## src/sv/bctt_pkg.sv

```systemverilog
// Shared types and codes for the block cache tag table.
// Field widths, operation and status codes, and the packed entry record.
// No dependencies.
`timescale 1ns / 1ps
`default_nettype none

package bctt_pkg;

    localparam int DEV_W   = 8;
    localparam int BLK_W   = 32;
    localparam int IDX_IN_W = 5;
    localparam int CNT_W   = 8;
    localparam int STAMP_W = 32;
    localparam int MODE_W  = 2;
    localparam int STAT_W  = 2;

    localparam logic [MODE_W-1:0] MODE_LOOKUP  = 2'd0;
    localparam logic [MODE_W-1:0] MODE_RELEASE = 2'd1;
    localparam logic [MODE_W-1:0] MODE_PIN     = 2'd2;
    localparam logic [MODE_W-1:0] MODE_UNPIN   = 2'd3;

    localparam logic [STAT_W-1:0] ST_OK    = 2'd0;
    localparam logic [STAT_W-1:0] ST_FULL  = 2'd1;
    localparam logic [STAT_W-1:0] ST_COUNT = 2'd2;

    localparam logic [CNT_W-1:0] COUNT_MAX = 8'hFF;

    typedef struct packed {
        logic [DEV_W-1:0]   dev;
        logic [BLK_W-1:0]   blk;
        logic               valid;
        logic [CNT_W-1:0]   cnt;
        logic [STAMP_W-1:0] stamp;
    } entry_t;

endpackage

`default_nettype wire

```

## src/sv/block_cache_tag_table_lru.sv

```systemverilog
// Channel   Dir  Word                                            Accepted when
// s_        in   tuser: mode; tdata: device, block, index, now   s_tvalid & s_tready
// m_        out  tdata: entry, hit, needs_fill, status           m_tvalid & m_tready
//
// Lookup does one read of the entry memory per cycle over every entry, waits for the last
// read to land, closes the scan, then writes back.
// Release, pin and unpin read the entry, capture it, then write it back. One word at a time.
// Reset clears the per-entry live bits; an entry never written reads as all zero.
// A stalled result holds the write back until the output register frees up.
// Depends on bctt_pkg.
`timescale 1ns / 1ps
`default_nettype none

module block_cache_tag_table_lru
    import bctt_pkg::*;
#(
    parameter int NUM_ENTRIES = 32
) (
    input  wire logic         aclk,
    input  wire logic         aresetn,
    input  wire logic         s_tvalid,
    output logic              s_tready,
    // [1:0] mode
    input  wire logic [1:0]   s_tuser,
    // [7:0] device, [39:8] block_number, [44:40] entry_index, [76:45] now, [79:77] zero
    input  wire logic [79:0]  s_tdata,
    output logic              m_tvalid,
    input  wire logic         m_tready,
    // [4:0] entry_out, [5] hit, [6] needs_fill, [8:7] status, [15:9] zero
    output logic [15:0]       m_tdata
);

    localparam int IDX_W  = $clog2(NUM_ENTRIES);
    localparam int SCAN_W = $clog2(NUM_ENTRIES + 1);
    localparam int WIDE_W = (IDX_W > IDX_IN_W) ? IDX_W : IDX_IN_W;

    localparam logic [2:0] S_IDLE   = 3'd0;
    localparam logic [2:0] S_SCAN   = 3'd1;
    localparam logic [2:0] S_ADJ_RD = 3'd2;
    localparam logic [2:0] S_ADJ    = 3'd3;
    localparam logic [2:0] S_DONE   = 3'd4;

    entry_t mem [NUM_ENTRIES];
    logic [NUM_ENTRIES-1:0] live_reg;

    logic [2:0]           state_reg, state_next;
    logic [MODE_W-1:0]    mode_reg, mode_next;
    logic [DEV_W-1:0]     dev_reg, dev_next;
    logic [BLK_W-1:0]     blk_reg, blk_next;
    logic [IDX_IN_W-1:0]  idx_reg, idx_next;
    logic [STAMP_W-1:0]   now_reg, now_next;
    logic [SCAN_W-1:0]    scan_reg, scan_next;
    logic                 cmp_vld_reg, cmp_vld_next;
    logic [IDX_W-1:0]     cmp_idx_reg, cmp_idx_next;
    logic                 hit_found_reg, hit_found_next;
    logic [IDX_W-1:0]     hit_idx_reg, hit_idx_next;
    entry_t               hit_rec_reg, hit_rec_next;
    logic                 free_found_reg, free_found_next;
    logic [IDX_W-1:0]     free_idx_reg, free_idx_next;
    logic [STAMP_W-1:0]   oldest_reg, oldest_next;
    logic                 m_tvalid_reg, m_tvalid_next;
    logic [15:0]          m_tdata_reg, m_tdata_next;

    entry_t               rd_data_reg;
    logic                 rd_live_reg;
    entry_t               rd_entry;
    logic [IDX_W-1:0]     rd_addr;
    logic                 wr_en;
    logic [IDX_W-1:0]     wr_addr;
    entry_t               wr_data;

    logic                 out_free;
    logic [IDX_W-1:0]     idx_addr;
    logic                 idx_ok;
    logic [WIDE_W-1:0]    hit_wide;
    logic [WIDE_W-1:0]    free_wide;
    logic [IDX_IN_W-1:0]  e_out;
    logic                 r_hit;
    logic                 r_fill;
    logic [STAT_W-1:0]    r_stat;

    assign s_tready = (state_reg == S_IDLE);
    assign m_tvalid = m_tvalid_reg;
    assign m_tdata  = m_tdata_reg;
    assign out_free = !m_tvalid_reg || m_tready;
    assign rd_entry = rd_live_reg ? rd_data_reg : '0;
    assign idx_addr = IDX_W'(WIDE_W'(idx_reg));
    assign idx_ok   = (32'(idx_reg) < NUM_ENTRIES);
    assign hit_wide  = WIDE_W'(hit_idx_reg);
    assign free_wide = WIDE_W'(free_idx_reg);

    always_ff @(posedge aclk) begin
        if (wr_en) begin
            mem[wr_addr] <= wr_data;
        end
        rd_data_reg <= mem[rd_addr];
        rd_live_reg <= live_reg[rd_addr];
    end

    always_comb begin
        state_next      = state_reg;
        mode_next       = mode_reg;
        dev_next        = dev_reg;
        blk_next        = blk_reg;
        idx_next        = idx_reg;
        now_next        = now_reg;
        scan_next       = scan_reg;
        cmp_vld_next    = 1'b0;
        cmp_idx_next    = cmp_idx_reg;
        hit_found_next  = hit_found_reg;
        hit_idx_next    = hit_idx_reg;
        hit_rec_next    = hit_rec_reg;
        free_found_next = free_found_reg;
        free_idx_next   = free_idx_reg;
        oldest_next     = oldest_reg;
        m_tvalid_next   = m_tvalid_reg && !m_tready;
        m_tdata_next    = m_tdata_reg;
        rd_addr         = '0;
        wr_en           = 1'b0;
        wr_addr         = '0;
        wr_data         = hit_rec_reg;
        e_out           = idx_reg;
        r_hit           = 1'b0;
        r_fill          = 1'b0;
        r_stat          = ST_OK;

        // fold in the entry read on the previous cycle
        if (cmp_vld_reg) begin
            if (!hit_found_reg && rd_entry.dev == dev_reg && rd_entry.blk == blk_reg) begin
                hit_found_next = 1'b1;
                hit_idx_next   = cmp_idx_reg;
                hit_rec_next   = rd_entry;
            end
            if (rd_entry.cnt == '0 && (!free_found_reg || rd_entry.stamp < oldest_reg)) begin
                free_found_next = 1'b1;
                free_idx_next   = cmp_idx_reg;
                oldest_next     = rd_entry.stamp;
            end
        end

        unique case (state_reg)
            S_IDLE: begin
                if (s_tvalid) begin
                    mode_next       = s_tuser;
                    dev_next        = s_tdata[7:0];
                    blk_next        = s_tdata[39:8];
                    idx_next        = s_tdata[44:40];
                    now_next        = s_tdata[76:45];
                    scan_next       = '0;
                    hit_found_next  = 1'b0;
                    free_found_next = 1'b0;
                    state_next      = (s_tuser == MODE_LOOKUP) ? S_SCAN : S_ADJ_RD;
                end
            end
            S_SCAN: begin
                if (32'(scan_reg) < NUM_ENTRIES) begin
                    rd_addr      = scan_reg[IDX_W-1:0];
                    scan_next    = scan_reg + 1'b1;
                    cmp_vld_next = 1'b1;
                    cmp_idx_next = scan_reg[IDX_W-1:0];
                end else if (!cmp_vld_reg) begin
                    state_next = S_DONE;
                end
            end
            S_ADJ_RD: begin
                rd_addr    = idx_addr;
                state_next = S_ADJ;
            end
            S_ADJ: begin
                hit_rec_next = rd_entry;
                state_next   = S_DONE;
            end
            S_DONE: begin
                if (mode_reg == MODE_LOOKUP) begin
                    if (hit_found_reg) begin
                        e_out   = hit_wide[IDX_IN_W-1:0];
                        r_hit   = 1'b1;
                        wr_addr = hit_idx_reg;
                        if (hit_rec_reg.cnt == COUNT_MAX) begin
                            r_stat = ST_COUNT;
                        end else begin
                            r_fill        = !hit_rec_reg.valid;
                            wr_en         = 1'b1;
                            wr_data.cnt   = hit_rec_reg.cnt + 1'b1;
                            wr_data.stamp = now_reg;
                            wr_data.valid = 1'b1;
                        end
                    end else if (free_found_reg) begin
                        e_out         = free_wide[IDX_IN_W-1:0];
                        r_fill        = 1'b1;
                        wr_en         = 1'b1;
                        wr_addr       = free_idx_reg;
                        wr_data.dev   = dev_reg;
                        wr_data.blk   = blk_reg;
                        wr_data.valid = 1'b1;
                        wr_data.cnt   = CNT_W'(1);
                        wr_data.stamp = oldest_reg;
                    end else begin
                        e_out  = '0;
                        r_stat = ST_FULL;
                    end
                end else if (idx_ok) begin
                    wr_addr = idx_addr;
                    if (mode_reg == MODE_PIN) begin
                        if (hit_rec_reg.cnt == COUNT_MAX) begin
                            r_stat = ST_COUNT;
                        end else begin
                            wr_en       = 1'b1;
                            wr_data.cnt = hit_rec_reg.cnt + 1'b1;
                        end
                    end else if (hit_rec_reg.cnt == '0) begin
                        r_stat = ST_COUNT;
                    end else begin
                        wr_en       = 1'b1;
                        wr_data.cnt = hit_rec_reg.cnt - 1'b1;
                        if (mode_reg == MODE_RELEASE && hit_rec_reg.cnt == CNT_W'(1)) begin
                            wr_data.stamp = now_reg;
                        end
                    end
                end
                if (out_free) begin
                    m_tvalid_next = 1'b1;
                    m_tdata_next  = {7'b0, r_stat, r_fill, r_hit, e_out};
                    state_next    = S_IDLE;
                end else begin
                    wr_en = 1'b0;
                end
            end
            default: begin
                state_next = S_IDLE;
            end
        endcase
    end

    always_ff @(posedge aclk) begin
        if (!aresetn) begin
            state_reg      <= S_IDLE;
            cmp_vld_reg    <= 1'b0;
            hit_found_reg  <= 1'b0;
            free_found_reg <= 1'b0;
            m_tvalid_reg   <= 1'b0;
            live_reg       <= '0;
        end else begin
            state_reg      <= state_next;
            cmp_vld_reg    <= cmp_vld_next;
            hit_found_reg  <= hit_found_next;
            free_found_reg <= free_found_next;
            m_tvalid_reg   <= m_tvalid_next;
            if (wr_en) begin
                live_reg[wr_addr] <= 1'b1;
            end
        end
    end

    always_ff @(posedge aclk) begin
        mode_reg     <= mode_next;
        dev_reg      <= dev_next;
        blk_reg      <= blk_next;
        idx_reg      <= idx_next;
        now_reg      <= now_next;
        scan_reg     <= scan_next;
        cmp_idx_reg  <= cmp_idx_next;
        hit_idx_reg  <= hit_idx_next;
        hit_rec_reg  <= hit_rec_next;
        free_idx_reg <= free_idx_next;
        oldest_reg   <= oldest_next;
        m_tdata_reg  <= m_tdata_next;
    end

endmodule

`default_nettype wire

```

## config.mk

```make
export PLATFORM = sky130hd
export DESIGN_NAME = block_cache_tag_table_lru
export DESIGN_NICKNAME = d
export VERILOG_FILES = /design/src/sv/bctt_pkg.sv /design/src/sv/block_cache_tag_table_lru.sv
export SDC_FILE = /design/constraint.sdc
export NUM_CORES = 2
export LEC_CHECK = 0
export BUFFER_PORTS_ARGS = -buffer_cell sky130_fd_sc_hd__buf_2
export CORE_ASPECT_RATIO = 0.75
export CORE_MARGIN = 2
export CORE_UTILIZATION = 40
export CTS_BUF_LIST = sky130_fd_sc_hd__clkbuf_8
export DETAILED_ROUTE_END_ITERATION = 16
export PLACE_DENSITY_LB_ADDON = 0.25
export SYNTH_ARGS = -nofsm -noshare
export SYNTH_HDL_FRONTEND = slang
export SYNTH_SLANG_ARGS = --single-unit
```

## constraint.sdc

```tcl
create_clock -name aclk -period 10.27 [get_ports aclk]
set_input_delay 0.5135 -clock aclk [delete_from_list [all_inputs] [get_ports aclk]]
set_output_delay 0.5135 -clock aclk [all_outputs]
set_load 0.01 [all_outputs]
```

== Word-level counts from Yosys, hierarchy flattened ==
Memories as Yosys holds them, arrays and structs flattened. A register that Yosys moved wholly into a read port is not among the register bits.
Cells that the tools add are included.
Operators by class
  add/subtract/negate cells: 3
  multipliers: 0
  divide/modulo/power cells: 0
  order comparisons: 5
  equal/unequal tests: 15
  shift operators: 0
  multiplexer cells: 65
  bitwise operators: 1
  reduce and logical (&&, ||, !) cells: 30
Operators by type and width (count)
  2-to-1 mux 81 bit: 6
  2-to-1 mux 41 bit: 3
  2-to-1 mux 40 bit: 3
  2-to-1 mux 32 bit: 2
  == test 32 bit: 1
  < comparator 32 bit: 1
  bitwise OR 32 bit: 1
  2-to-1 mux 1 bit: 27
  2-to-1 mux 5 bit: 5
  zero test 8 bit: 2
  2-to-1 mux 8 bit: 2
  one-hot mux 3 bit (5 select lines): 1
  AND reduction 2 bit: 7
  < comparator 5 x 6 -> 1 bit, second input constant: 2
  2-to-1 mux 2 bit: 6
  2-to-1 mux 3 bit: 4
  2-to-1 mux 6 bit: 2
  one-hot mux 6 bit (2 select lines): 1
  inequality test 2 bit, second input constant: 5
  one-hot mux 5 bit (2 select lines): 1
  adder 8 x 1 -> 8 bit, second input constant: 1
  == test 8 x 1 -> 1 bit, second input constant: 1
  == test 8 bit: 1
  == test 8 bit, second input constant: 1
  other kinds (19): 33
Storage, ports and cells
  bits in registers: 262
  bits in latches: 0
  memory bits (writable): 2592
  ROM bits: 0
  output and inout port bits: 18
  memories kept: 1
Memory list
  mem: words 32, bits a word 81, read ports 1, clocked after Yosys merged registers in 1, wr ports 1, RTL line block_cache_tag_table_lru.sv:43  | entry_t mem [NUM_ENTRIES];

== Depth between registers and ports, before layout ==
  depth after elaboration: 9
  mapped depth: 12

== Worst setup path after synthesis ==
OpenSTA, ideal clock, no wires.
  kind: register -> register
  start: register rd_live_reg
  end: register free_idx_reg[0], enable pin
  arrival time: 5.472 ns
  setup slack: 4.310 ns
  cell stages (with the launch flop): 12
  path buffers: 4
  period minus slack after synthesis: 5.960 ns
  path through: dfxtp_1 -> clkbuf_1 -> clkbuf_1 -> clkbuf_1 -> clkbuf_1 -> and2_1 -> ha_1 -> nor2b_1 -> a2111oi_0 -> o21ai_0 -> o311a_1 -> a211oi_1
Between the ends
  word-level cells in the longest chain between the ends: 5
  elaborated cells on any way between the ends: 6
  classes of those cells: 1 x order compare; 1 x mux; 4 x reduce/logical
RTL lines
  start, declared: RTL line block_cache_tag_table_lru.sv:65  | logic rd_live_reg;
  start signal, assigned: RTL line block_cache_tag_table_lru.sv:97  | rd_live_reg <= live_reg[rd_addr];
  2-to-1 mux 81 bit *: RTL line block_cache_tag_table_lru.sv:86  | assign rd_entry = rd_live_reg ? rd_data_reg : '0;
  < comparator 32 bit: RTL line block_cache_tag_table_lru.sv:134  | if (rd_entry.cnt == '0 && (!free_found_reg || rd_entry.stamp < oldest_reg)) begin
  logical OR 1 bit: RTL line block_cache_tag_table_lru.sv:134
  logical AND 1 bit *: RTL line block_cache_tag_table_lru.sv:134
  AND reduction 2 bit (no line) *
  end signal, assigned: RTL line block_cache_tag_table_lru.sv:265  | free_idx_reg <= free_idx_next;
  end, declared: RTL line block_cache_tag_table_lru.sv:59  | logic [IDX_W-1:0] free_idx_reg, free_idx_next;
Every way passes the cells marked *; elsewhere a longest branch is shown, timed or not.
A chain may end at the register's enable or synchronous reset.

== Worst setup path after layout ==
  start: register rd_live_reg
  end: register hit_rec_reg[47] (netlist bit), enable pin
Between the ends
  word-level cells in the longest chain between the ends: 6
  elaborated cells on any way between the ends: 7
  classes of those cells: 2 x eq/ne; 1 x mux; 4 x reduce/logical
RTL lines
  2-to-1 mux 81 bit *: RTL line block_cache_tag_table_lru.sv:86
  == test 8 bit: RTL line block_cache_tag_table_lru.sv:129  | if (!hit_found_reg && rd_entry.dev == dev_reg && rd_entry.blk == blk_reg) begin
  logical AND 1 bit: RTL line block_cache_tag_table_lru.sv:129
  logical AND 1 bit *: RTL line block_cache_tag_table_lru.sv:129
  nonzero test 2 bit (no line) *
  AND reduction 2 bit (no line) *
  end signal, assigned: RTL line block_cache_tag_table_lru.sv:264  | hit_rec_reg <= hit_rec_next;
  end, declared: RTL line block_cache_tag_table_lru.sv:57  | entry_t hit_rec_reg, hit_rec_next;
Marked as above.

==> flow_metrics.tcl <==
set metrics [dict create \
    overflow 0 \
    start_kind "register" \
    critPathLaunch "rd_live_reg" \
    final_util 0.453 \
    cts-resized-gates 0 \
    finalCritPeriodShare 0.530 \
    drt_iter0_markers 9111 \
    netlist_top_cells_area "edfxtp_1 (74%), nand2_1 (6.2%), mux4_2 (3.2%)" \
    final_cell_area_um2 128000 \
    cts_tree "done" \
    seq_area_um2 86900 \
    ant_nets 0 \
    wl_mm 345 \
    min_to "live_reg[5]" \
    synth_area_leader_cell "edfxtp_1" \
    mostFrequentLayoutCell "edfxtp_1" \
    postSynthCellCount 7634 \
    vias 69800 \
    p_leak_nw 42.3 \
    grt_first_pass_wirelength_mm 489 \
    critPathKind "register to register" \
    r2r_cells 9 \
    synthFlopType "edfxtp_1" \
    slew_viol_final 0 \
    dr.pass1.iters 6 \
    rsz0062_at_grt "no" \
    fill_cells 24700 \
    clkLatencyLatePin_ns 1.05 \
    area.growth.synth_to_final_pct 12.4 \
    irDropWorstVdd_mv 0.222 \
    fin_crit_ns 5.44 \
    crit_path_end_kind "register" \
    die_y_um 467 \
    drive_above_1_share 0.128 \
    critPathRequiredTime_ns 10.85 \
    drcViolationCount 0 \
    fin_ws_ns 4.83 \
    cts_root_buf "clkbuf_8" \
    via_per_inst 5.78 \
    finalNonFillerCells 12100 \
    hp-class "primary input to register" \
    largest_reg_flops 2592 \
    portBuffers 93 \
    core-area_um2 284000 \
    preCtsSetupSlack_ns 5.00 \
    clock-skew-final_ns 0.112 \
    fmax_mhz 184 \
    setup_tns_ns 0 \
    r2r-end "hit_rec_reg[47]" \
    timing.rr.start "rd_live_reg" \
    synth-edff-count 2814 \
    avgRoutedWirePerCell_um 28.6 \
    antenna_found_initial 8 \
    synth.distinct_cells 77 \
    slew_headroom 0.111 \
    clock_sinks 2935 \
    yosysSeqAreaShare 0.760 \
    arrival_ns 6.02 \
    cts.clk_slew.worst_paths_ns 0.06 \
    r2r_slack_ns 4.83 \
    holdBufCountCts 81 \
    p_per_area_nw_per_um2 236 \
    grt_max_degree 143 \
    synth-warning-count 0 \
    final_cell_mix "edfxtp_1 (2814), nand2_1 (1894), clkbuf_8 (504)" \
    gr-usage-all-layers 0.232 \
    synth_area_um2 114000 \
    tightest_slew_ns 1.30 \
    rows 169 \
    setup_viol 0 \
    cp_max_fo 43 \
    min_path_cells 3 \
    fin_nets 8058 \
    multiInputGateArea_um2 25300 \
    ys_async_sr_fraction 0 \
    htree_levels 5 \
    die_w_um 621 \
    ioPinCount 104 \
    place_area_um2 119000 \
    min_from "aresetn" \
    numCtsBuffers 447 \
    first_global_vias 67100 \
    start_util 0.403 \
    post_cts_buffers 0 \
    status "complete, no violations" \
    dp_cells 11200 \
    dieArea_um2 290000 \
    ys_ff_latch 2935 \
    gp_congestion 0.825 \
    dpl.hpwl_mm 172 \
    cts_buffer_depth 4 \
    drv_cap 0 \
    yosysTopAreaCellShare 0.739 \
    hold_violations 0 \
    syn_area_per_cell_um2 15.0 \
]
## worst max path at each step
stage,cells after the start,end,slack (ns)
floorplan,11,free_idx_reg[0],4.31
global placement,9,hit_rec_reg[80],5.07
detailed placement,9,hit_rec_reg[75],5.00
CTS,9,hit_rec_reg[47],4.92
global route,6,mem[11][51],4.76
finish,9,hit_rec_reg[47],4.83
## layout make-up
cell class                      count  share of cell area
Clock buffer                      504              0.0540
Tap cell                         3762              0.0366
Sequential cell                  2935               0.677
Inverter                          101             0.00297
Clock inverter                    315              0.0106
Antenna cell                        9            0.000175
Multi-Input combinational cell   4114               0.197
Timing Repair Buffer              337              0.0218
## cell usage after synthesis (6+ instances only)
library cell	n
and3_1	8
nor4_1	10
o21a_1	109
dfxtp_1	121
a22o_1	11
edfxtp_1	2814
a211oi_1	7
and2_1	85
inv_1	101
xnor2_1	7
nor3_1	12
o22ai_1	19
clkbuf_1	273
a22oi_1	12
or4_1	6
nand4_1	8
a221oi_1	154
mux4_2	164
a21oi_1	422
ha_1	36
xor2_1	9
nand2_1	1900
a222oi_1	32
buf_4	29
o221ai_1	11
o21ai_0	52
nand3_1	254
buf_1	23
a2111oi_0	78
mux2i_1	93
a21o_1	11
a31oi_1	170
a32oi_1	94
nor2_1	91
o41ai_1	75
buf_2	165
nor2b_1	8
nand3b_1	12
o32ai_1	78
## worst max-delay path: stages, from the launching register on
cell	delay, ns
dfxtp_4	0.68
buf_4	0.46
buf_4	0.53
o21ai_0	0.17
o22ai_1	0.18
o2111ai_1	0.15
or3_1	0.35
or4_1	0.85
nand2_4	0.66
buf_4	0.78
## report_power, final
group          internal, mW  switching (mW)
registers              13.8           0.465
clock network          4.54            4.53
logic                  2.05            4.89
## layer usage
| metal | up-vias | global-route usage | wire, um | part of all wire |
|---|---|---|---|---|
| met2 | 3433 | 0.367 | 159000 | 0.46 |
| met5 | - | 0 | 7 | 0.000020 |
| met3 | 567 | 0.0339 | 29100 | 0.084 |
| met4 | 2 | 0.0635 | 8510 | 0.025 |
| met1 | 35900 | 0.337 | 149000 | 0.43 |
| li1 | 30000 | - | - | - |
## cells by family (layout without fill, tap and decap cells)
family	count (synthesis)	after routing	share of synthesized area
mux	262	262	0.0410
flops	2935	2935	0.760
other cells	1	16	0.0000328
compound gates	1375	1375	0.0845
xor+xnor	16	16	0.00123
buf+inv	591	1257	0.0222
fa+ha+maj	36	36	0.00394
simple gates	2418	2418	0.0867
## through the flow
step	total power, mW	hold slack (ns)
after floorplan	18.7	0.421
after global placement	21.3	0.424
after detailed placement	21.4	0.430
after CTS	30.4	0.00459
after global routing	31.4	0.0637
final	30.3	0.0883
Power figures use the tool's default switching activity.
